<file path="src/two_axis_pid_servo_pulse_macros.svh">
// assertion macros shared by the servo pulse block
`ifndef TWO_AXIS_PID_SERVO_PULSE_MACROS_SVH
`define TWO_AXIS_PID_SERVO_PULSE_MACROS_SVH

`ifndef NO_ASSERTIONS

// same-cycle implication
`define TPPS_ASSERT_IMP(lbl, clk, rst, ante, cons) \
   lbl: assert property (@(posedge clk) disable iff (rst) (ante) |-> (cons)) \
      else $error("assertion failed: lbl");

// next-cycle implication
`define TPPS_ASSERT_NXT(lbl, clk, rst, ante, cons) \
   lbl: assert property (@(posedge clk) disable iff (rst) (ante) |=> (cons)) \
      else $error("assertion failed: lbl");

`else

`define TPPS_ASSERT_IMP(lbl, clk, rst, ante, cons)
`define TPPS_ASSERT_NXT(lbl, clk, rst, ante, cons)

`endif

`endif

</file>
<file path="src/tpps_pkg.sv">
// types, constants and register codes for the two-axis servo pulse block
package tpps_pkg;

   localparam int TPPS_NUM_AXES  = 2;
   localparam int TPPS_SUM_WIDTH = 32;

   localparam int GAIN_W      = 28;
   localparam int POS_W       = 16;
   localparam int ERR_W       = POS_W + 1;
   localparam int DIFF_W      = ERR_W + 1;
   localparam int PULSE_W     = 12;
   localparam int FRAC_BITS   = 24;
   localparam int ACC_W       = 64;
   localparam int Q_W         = ACC_W - FRAC_BITS;
   localparam int CSR_INDEX_W = 3;

   localparam int PULSE_MIN = 900;
   localparam int PULSE_MAX = 2100;

   localparam logic signed [GAIN_W-1:0] PROP_GAIN_X_RST  = 28'sd3247203;
   localparam logic signed [GAIN_W-1:0] INTEG_GAIN_X_RST = 28'sd2618;
   localparam logic signed [GAIN_W-1:0] DERIV_GAIN_X_RST = 28'sd46089334;
   localparam logic signed [GAIN_W-1:0] PROP_GAIN_Y_RST  = 28'sd2960685;
   localparam logic signed [GAIN_W-1:0] INTEG_GAIN_Y_RST = 28'sd2387;
   localparam logic signed [GAIN_W-1:0] DERIV_GAIN_Y_RST = 28'sd42022628;
   localparam logic [PULSE_W-1:0]       MID_PULSE_X_RST  = 12'd1400;
   localparam logic [PULSE_W-1:0]       MID_PULSE_Y_RST  = 12'd1420;

   typedef enum logic [CSR_INDEX_W-1:0] {
      REG_PROP_GAIN_X  = 3'd0,
      REG_INTEG_GAIN_X = 3'd1,
      REG_DERIV_GAIN_X = 3'd2,
      REG_PROP_GAIN_Y  = 3'd3,
      REG_INTEG_GAIN_Y = 3'd4,
      REG_DERIV_GAIN_Y = 3'd5,
      REG_MID_PULSE_X  = 3'd6,
      REG_MID_PULSE_Y  = 3'd7
   } csr_index_type;

   typedef struct packed {
      logic signed [GAIN_W-1:0] prop_gain_x;
      logic signed [GAIN_W-1:0] integ_gain_x;
      logic signed [GAIN_W-1:0] deriv_gain_x;
      logic signed [GAIN_W-1:0] prop_gain_y;
      logic signed [GAIN_W-1:0] integ_gain_y;
      logic signed [GAIN_W-1:0] deriv_gain_y;
      logic [PULSE_W-1:0]       mid_pulse_x;
      logic [PULSE_W-1:0]       mid_pulse_y;
   } cfg_type;

endpackage

</file>
<file path="src/tpps_csr.sv">
// configuration register file: gains and center pulses of both axes
module tpps_csr
   import tpps_pkg::*;
(
   input  logic                   clock,
   input  logic                   reset,
   input  logic                   wr_en,
   input  logic [CSR_INDEX_W-1:0] wr_index,
   input  logic [GAIN_W-1:0]      wr_data,
   output cfg_type                cfg
);

   cfg_type cfg_ff;
   cfg_type cfg_in;

   always_comb begin
      cfg_in = cfg_ff;
      if (wr_en) begin
         unique case (csr_index_type'(wr_index))
            REG_PROP_GAIN_X:  cfg_in.prop_gain_x  = signed'(wr_data);
            REG_INTEG_GAIN_X: cfg_in.integ_gain_x = signed'(wr_data);
            REG_DERIV_GAIN_X: cfg_in.deriv_gain_x = signed'(wr_data);
            REG_PROP_GAIN_Y:  cfg_in.prop_gain_y  = signed'(wr_data);
            REG_INTEG_GAIN_Y: cfg_in.integ_gain_y = signed'(wr_data);
            REG_DERIV_GAIN_Y: cfg_in.deriv_gain_y = signed'(wr_data);
            REG_MID_PULSE_X:  cfg_in.mid_pulse_x  = wr_data[PULSE_W-1:0];
            REG_MID_PULSE_Y:  cfg_in.mid_pulse_y  = wr_data[PULSE_W-1:0];
         endcase
      end
   end

   always_ff @(posedge clock) begin
      if (reset) begin
         cfg_ff.prop_gain_x  <= PROP_GAIN_X_RST;
         cfg_ff.integ_gain_x <= INTEG_GAIN_X_RST;
         cfg_ff.deriv_gain_x <= DERIV_GAIN_X_RST;
         cfg_ff.prop_gain_y  <= PROP_GAIN_Y_RST;
         cfg_ff.integ_gain_y <= INTEG_GAIN_Y_RST;
         cfg_ff.deriv_gain_y <= DERIV_GAIN_Y_RST;
         cfg_ff.mid_pulse_x  <= MID_PULSE_X_RST;
         cfg_ff.mid_pulse_y  <= MID_PULSE_Y_RST;
      end else begin
         cfg_ff <= cfg_in;
      end
   end

   assign cfg = cfg_ff;

endmodule

</file>
<file path="config.mk">
export PLATFORM = sky130hd
export DESIGN_NAME = tpps_csr
export DESIGN_NICKNAME = d
export VERILOG_FILES = /design/src/two_axis_pid_servo_pulse_macros.svh /design/src/tpps_pkg.sv /design/src/tpps_csr.sv
export SDC_FILE = /design/constraint.sdc
export NUM_CORES = 1
export LEC_CHECK = 0
export BUFFER_PORTS_ARGS = -buffer_cell sky130_fd_sc_hd__buf_2
export CAP_MARGIN = 10
export CORE_MARGIN = 4
export CORE_UTILIZATION = 29
export CTS_BUF_LIST = sky130_fd_sc_hd__clkbuf_4 sky130_fd_sc_hd__clkbuf_8
export DETAILED_ROUTE_END_ITERATION = 16
export PLACE_DENSITY = 0.47
export SKIP_LAST_GASP = 1
export SLEW_MARGIN = 20
export SYNTH_ARGS = -nofsm -noshare
export SYNTH_HDL_FRONTEND = slang
export SYNTH_SLANG_ARGS = --single-unit
</file>
<file path="constraint.sdc">
create_clock -name clock -period 2.3 [get_ports clock]
set_clock_uncertainty 0.05 [all_clocks]
set_input_delay 0.345 -clock clock [delete_from_list [all_inputs] [get_ports clock]]
set_output_delay 0.345 -clock clock [all_outputs]
set_load 0.02 [all_outputs]
</file>
Word-level counts from Yosys, hierarchy flattened

Cells that the tools add are included.

Bits in registers: 192
Input bits: 34
Output and inout bits: 192
Logic and storage cells: 24

Eq/ne operators: 7
Reduce and logical (&&, ||, !) cells: 9

Operators with widths:

| kind                 | count |
|---|---|
| $reduce_and A2 Y1    | 8 |
| $eq A3 B3 Y1 const B | 4 |
| $eq A3 B2 Y1 const B | 2 |
| $eq A3 B1 Y1 const B | 1 |
| $logic_not A3 Y1     | 1 |

Logic depth before layout (Yosys ltp)

Gate-level depths: netlist of run 1.

Word-level depth: 2
Gate-level depth with buffers: 6
Mapped depth without buffers: 2

Least setup slack after synthesis of run 1

OpenSTA, ideal clock, no wires.

Path kind: input to register
Start: in wr_index[0]
End: reg cfg_ff, in the netlist cfg[188]
Arrival: 1267 ps
Slack: 859 ps
Stages: 4
Cells stage by stage: or4b_1 > buf_6 > buf_12 > mux2i_1

Word-level cells in the longest chain between the ends: 2

Ends and longest elaborated chain:

| what                        | RTL line       | source |
|---|---|---|
| from (decl)                 | tpps_csr.sv:8  | `input logic [CSR_INDEX_W-1:0] wr_index,` |
| $logic_not A3 Y1            | tpps_csr.sv:19 | `unique case (csr_index_type'(wr_index))` |
| $reduce_and A2 Y1 (no line) | n/a            |  |
| to (signal assigned)        | tpps_csr.sv:43 | `cfg_ff <= cfg_in;` |
| to (decl)                   | tpps_csr.sv:13 | `cfg_type cfg_ff;` |

No other way between the ends.
A chain may end at the register's enable or synchronous reset.

Worst setup path after layout of run 1

Start: reg cfg_ff, in the netlist cfg[140]
End: out cfg[140] (netlist bit)

RTL lines:

| what      | RTL line       | source |
|---|---|---|
| to (decl) | tpps_csr.sv:10 | `output cfg_type cfg` |

No word-level cell between the ends.

==> results.sh, run 1 <==
export IMPL_outcome="finished clean"
export IMPL_setup_violations_final=0
export IMPL_grt_use_total_pct=15.8
export IMPL_routabilityCongestion=0.714
export IMPL_layout_common_cells="buf_2, mux2i_1, dfxtp_1"
export IMPL_holdBufCountCts=0
export IMPL_cts_tree="yes"
export IMPL_min_path_cells=3
export IMPL_worstReg2RegStart="cfg[137]$_SDFFE_PP1P_"
export IMPL_relSlewSlack_pct=61.7
export IMPL_synth_seq_cells=192
export IMPL_crit_type="reg2out"
export IMPL_p_leak_nw=4.70
export IMPL_p_switching_mw=1.69
export IMPL_netlist_top_cells_area="dfxtp_1, mux2i_1, nand2b_1, nor2_1, buf_2"
export IMPL_multi_input_area_um2=3380
export IMPL_route_vias_total=5496
export IMPL_antenna_found_initial=1
export IMPL_max_slew_worst_pin_slew_ns=0.572
export IMPL_gr_total_overflow=0
export IMPL_final_setup_tns_ns=0
export IMPL_initialDrtViolationCount=239
export IMPL_ir_worst_vdd_uv=261
export IMPL_ys_types=17
export IMPL_initial_utilization_pct=29.6
export IMPL_drv_slew=0
export IMPL_grt_pass1_vias=5502
export IMPL_hp_start="wr_data[13]"
export IMPL_reg2reg_slack_ns=1.59
export IMPL_ant_nets=0
export IMPL_layout_commonest_cell="buf_2"
export IMPL_via_per_inst=4.40
export IMPL_timing_fmax_ghz=0.693
export IMPL_synth_top_area_share_pct=51.3
export IMPL_cts_resized=0
export IMPL_drt_pass1_iterations=4
export IMPL_cp_start_kind="flip-flop"
export IMPL_reg2regPathDepth=2
export IMPL_max_cap_violations=0
export IMPL_die_area_um2=28400
export IMPL_n_antenna_cell=0
export IMPL_syn2layout_area_growth_pct=25.1
export IMPL_worst_path_max_fanout=2
export IMPL_drive_above_1_share_pct=30.9
export IMPL_internal_power_mw=4.51
export IMPL_utilization_pct=37.1
export IMPL_cp_top_family="flip-flops"
export IMPL_yosysTopAreaCell="dfxtp_1"
export IMPL_cts_sinks=192
export IMPL_fin_nets=941
export IMPL_clock_path_buffers=2
export IMPL_fillerInstances=2548
export IMPL_finalHoldViolations=0
export IMPL_holdPathEnd="cfg[93]$_SDFFE_PP1P_"
export IMPL_syn_avg_cell_area_um2=10.8
export IMPL_die_width_um=169
export IMPL_synth_nets=726
export IMPL_crit_slowest_cell="dfxtp_1"
export IMPL_period_share_pct=62.7
export IMPL_path_cells="buf_2"
export IMPL_layout_area_seq_um2=3840
export IMPL_pwr_share_comb_pct=9.5
export IMPL_grt_max_degree=50
export IMPL_clk_latency_ns=0.45
export IMPL_grt_pass1_wl_mm=34.5
export IMPL_rows=58
export IMPL_slowest_delay_ns=0.40
export IMPL_layout_min_cycle_time_ns=1.44
export IMPL_postSynthCellCount=692
export IMPL_post_drt_wl_per_cell_um=18.3
export IMPL_ios=226
export IMPL_yosysWarnings=0
export IMPL_swShare_pct=27.3
export IMPL_drc_errors=0
export IMPL_arrival_ns=1.05
export IMPL_critPathRequiredTime_ns=1.90
export IMPL_routed_wl_mm=22.8
export IMPL_root_buffer="clkbuf_8"
export IMPL_p_per_area_nw_per_um2=663
export IMPL_cp_end_kind="primary output"
export IMPL_cts_setup_buffers=0
export IMPL_ys_seq_area_share_pct=51.3
export IMPL_r2r_end="cfg[137]$_SDFFE_PP1P_"
export IMPL_cts_max_level=4
export IMPL_io_buffer_count=225
export IMPL_critPathBufInv=1
export IMPL_dp_hpwl_mm=16.3
export IMPL_die_height_um=169
export IMPL_clk_pin_slew_ns=0.11
export IMPL_rsz0062_at_grt="false"
export IMPL_hp_class="in2reg"
export IMPL_numCtsBuffers=17
export IMPL_largest_register_ff_count=192
export IMPL_power_frac_seq_pct=55.4
export IMPL_netlist_area_um2=7490
export IMPL_core_area_um2=25300
export IMPL_place_inst=1218
export IMPL_clkPwrFrac_pct=35.2
export IMPL_total_power_mw=6.21
export IMPL_instances_no_fill=1250
## layout make-up
type / instances / area share, %
tap: 330 / 4.41
sequential: 192 / 41.0
multi-input combinational: 448 / 36.1
timing repair buffer: 248 / 14.5
clock inverter: 14 / 1.40
clock buffer: 18 / 2.58
## worst max-delay path by stage
stage                                from  slack, ns                    end  depth (start not counted)
global placement              wr_index[0]       0.64  cfg[180]$_SDFFE_PP1P_                          4
finish              cfg[140]$_SDFFE_PP1P_       0.86               cfg[140]                          1
floorplan                     wr_index[0]       0.86  cfg[188]$_SDFFE_PP0P_                          4
detailed placement            wr_index[0]       0.62  cfg[175]$_SDFFE_PP1P_                          4
global route         cfg[55]$_SDFFE_PP0P_       0.79                cfg[55]                          1
CTS                 cfg[140]$_SDFFE_PP1P_       0.83               cfg[140]                          1
## Yosys cell counts
| cell type | instances |
|---|---|
| nor4b_4 | 1 |
| nand4b_1 | 3 |
| and4b_1 | 1 |
| mux2i_1 | 192 |
| buf_12 | 1 |
| nand2b_1 | 149 |
| nor4bb_1 | 1 |
| buf_4 | 3 |
| dfxtp_1 | 192 |
| nand4bb_1 | 3 |
| buf_2 | 25 |
| nand4_1 | 1 |
| buf_6 | 6 |
| clkbuf_1 | 17 |
| nor2_1 | 95 |
| or4b_1 | 1 |
| and4bb_1 | 1 |
## layer usage
metal  track usage (%)  vias to the layer above  share of wire, %
met3              6.07                       11               7.3
met2              24.7                      148                45
met4              2.54                        2              0.54
li1                  -                     2720                 -
met5                 0                        -             0.035
met1              21.1                     2615                48
## through the flow
| step | instance area, µm² | hold slack, ns | worst slack [ns] |
|---|---|---|---|
| 2_1_floorplan | 7490 | 0.462 | 0.859 |
| 3_3_place_gp | 8990 | 0.404 | 0.637 |
| 3_5_place_dp | 8990 | 0.407 | 0.620 |
| 4_1_cts | 9360 | 0.0846 | 0.834 |
| 5_1_grt | 9360 | 0.0983 | 0.790 |
| 6_report | 9360 | 0.122 | 0.857 |
## power by group through the flow
stage	logic, mW	registers (mW)	clock network (mW)
CTS	0.599	3.44	2.30
floorplan	0.278	3.60	0
global placement	0.597	3.51	0
global route	0.634	3.45	2.41
detailed placement	0.598	3.51	0
finish	0.587	3.44	2.18
## kinds of logic after synthesis
family                 share of synthesized area [%]
and+or+nand+nor                                 19.0
muxes                                           25.7
DFF                                             51.3
buffers and inverters                           3.99
## worst reg2reg max path, delay by kind of cell, from the launching register on
kind / cells / cell delay [ns]
flip-flops: 1 / 0.39
AND/OR/NAND/NOR: 1 / 0.06
multiplexers: 1 / 0.14
(Power assumes the default switching activity.)
==> run 2: changes to the inputs <==
Clock period 2.3 ns to 1.35 ns, I/O delays scaled along.
==> run 2 against run 1 <==
Net effect:
- combinational power is 89% higher
- routed wire length fell by 1.2%
- die area unchanged
- sequential share of layout area fell by 2.2 points
- non-clock buffer count up 48
- clock power rose by 84%
- worst hold slack worse by 0.085 ns
- worst setup slack worse by 0.78 ns
==> results.sh, run 2 (same netlist as run 1, synthesis figures left out) <==
export IMPL_ant_nets=0
export IMPL_routed_wl_mm=22.6
export IMPL_outcome="finished clean"
export IMPL_route_vias_total=5609
export IMPL_total_power_mw=11.0
export IMPL_p_leak_nw=4.98
export IMPL_worst_path_max_fanout=2
export IMPL_ios=226
export IMPL_die_height_um=169
export IMPL_layout_min_cycle_time_ns=1.28
export IMPL_rsz0062_at_grt="false"
export IMPL_drc_errors=0
export IMPL_grt_pass1_vias=5767
export IMPL_dp_hpwl_mm=16.4
export IMPL_initialDrtViolationCount=229
export IMPL_max_cap_violations=0
export IMPL_hp_class="in2reg"
export IMPL_path_cells="buf_2"
export IMPL_core_area_um2=25300
export IMPL_n_antenna_cell=0
export IMPL_final_setup_tns_ns=0
export IMPL_initial_utilization_pct=29.6
export IMPL_cp_start_kind="flip-flop"
export IMPL_slowest_delay_ns=0.39
export IMPL_finalHoldViolations=0
export IMPL_cts_tree="yes"
export IMPL_crit_slowest_cell="dfxtp_1"
export IMPL_fin_nets=989
export IMPL_via_per_inst=4.32
export IMPL_layout_commonest_cell="buf_2"
export IMPL_die_width_um=169
export IMPL_die_area_um2=28400
export IMPL_clk_latency_ns=0.46
export IMPL_grt_pass1_wl_mm=34.6
export IMPL_routabilityCongestion=0.725
export IMPL_largest_register_ff_count=192
export IMPL_critPathRequiredTime_ns=1.10
export IMPL_relSlewSlack_pct=75.9
export IMPL_fillerInstances=2578
export IMPL_layout_common_cells="buf_2, mux2i_1, dfxtp_1"
export IMPL_layout_area_seq_um2=3840
export IMPL_gr_total_overflow=0
export IMPL_clk_pin_slew_ns=0.11
export IMPL_drv_slew=0
export IMPL_cp_end_kind="primary output"
export IMPL_syn2layout_area_growth_pct=32.2
export IMPL_rows=58
export IMPL_setup_slack_ns=0.0736
export IMPL_io_buffer_count=225
export IMPL_max_slew_worst_pin_slew_ns=0.362
export IMPL_period_share_pct=94.5
export IMPL_clock_path_buffers=2
export IMPL_cts_sinks=192
export IMPL_timing_fmax_ghz=0.783
export IMPL_grt_max_degree=50
export IMPL_numCtsBuffers=17
export IMPL_critPathBufInv=1
export IMPL_cts_max_level=4
export IMPL_fin_hold_ws_ns=0.0369
export IMPL_arrival_ns=1.02
export IMPL_drt_pass1_iterations=4
export IMPL_p_per_area_nw_per_um2=1110
export IMPL_antenna_found_initial=0
export IMPL_cp_top_family="flip-flops"
export IMPL_root_buffer="clkbuf_8"
export IMPL_ir_worst_vdd_uv=588
export IMPL_pre_cts_ws_ns=-0.117
export IMPL_multi_input_area_um2=3380
export IMPL_setup_violations_final=0
export IMPL_post_drt_wl_per_cell_um=17.4
export IMPL_drive_above_1_share_pct=32.3
export IMPL_crit_type="reg2out"
export IMPL_grt_use_total_pct=15.7
run 2: path summary, 6_finish.rpt:
check,from,to,slack (ns),depth (start not counted)
worst max-delay path,cfg[97]$_SDFFE_PP0P_,cfg[97],0.07,1
worst min-delay path,wr_data[21],cfg[101]$_SDFFE_PP1P_,0.04,3
worst min register to register,cfg[136]$_SDFFE_PP0P_,cfg[136]$_SDFFE_PP0P_,0.42,2
worst max register to register,cfg[97]$_SDFFE_PP0P_,cfg[97]$_SDFFE_PP0P_,0.67,2
run 2: metrics by stage:
| stage | instance area, µm² | std cells | utilization, % |
|---|---|---|---|
| 2_1_floorplan | 7490 | 692 | - |
| 3_3_place_gp | 9290 | 1246 | 36.8 |
| 3_5_place_dp | 9290 | 1246 | 36.8 |
| 4_1_cts | 9890 | 1297 | 39.2 |
| 5_1_grt | 9900 | 1297 | 39.2 |
| 6_report | 9900 | 1297 | 39.2 |
run 2: power by group:
group,internal (mW),switching (mW),total [mW]
logic,0.480,0.629,1.11
registers,5.79,0.0680,5.86
clock network,1.72,2.28,4.01
run 2: cell type report:
class / instances / area share (%)
Clock buffer: 17 / 2.36
Clock inverter: 14 / 1.73
Multi-Input combinational cell: 448 / 34.2
Sequential cell: 192 / 38.9
Tap cell: 330 / 4.17
Timing Repair Buffer: 296 / 18.7
run 2: routing by layer:
layer / part of all wire [%] / up-vias / global-route usage (%)
li1: - / 2812 / -
met1: 47 / 2632 / 20.7
met2: 44 / 150 / 24.4
met3: 7.8 / 15 / 5.65
met4: 0.99 / 0 / 3.81
met5: 0 / - / 0
run 2: timing repair:
action | in CTS | in global routing
setup buffers | 0 | 0
hold buffers | 20 | 0
endpoints found under the hold margin | 36 | 0
endpoints found under the setup margin | 0 | 1
resized for setup | 0 | 1
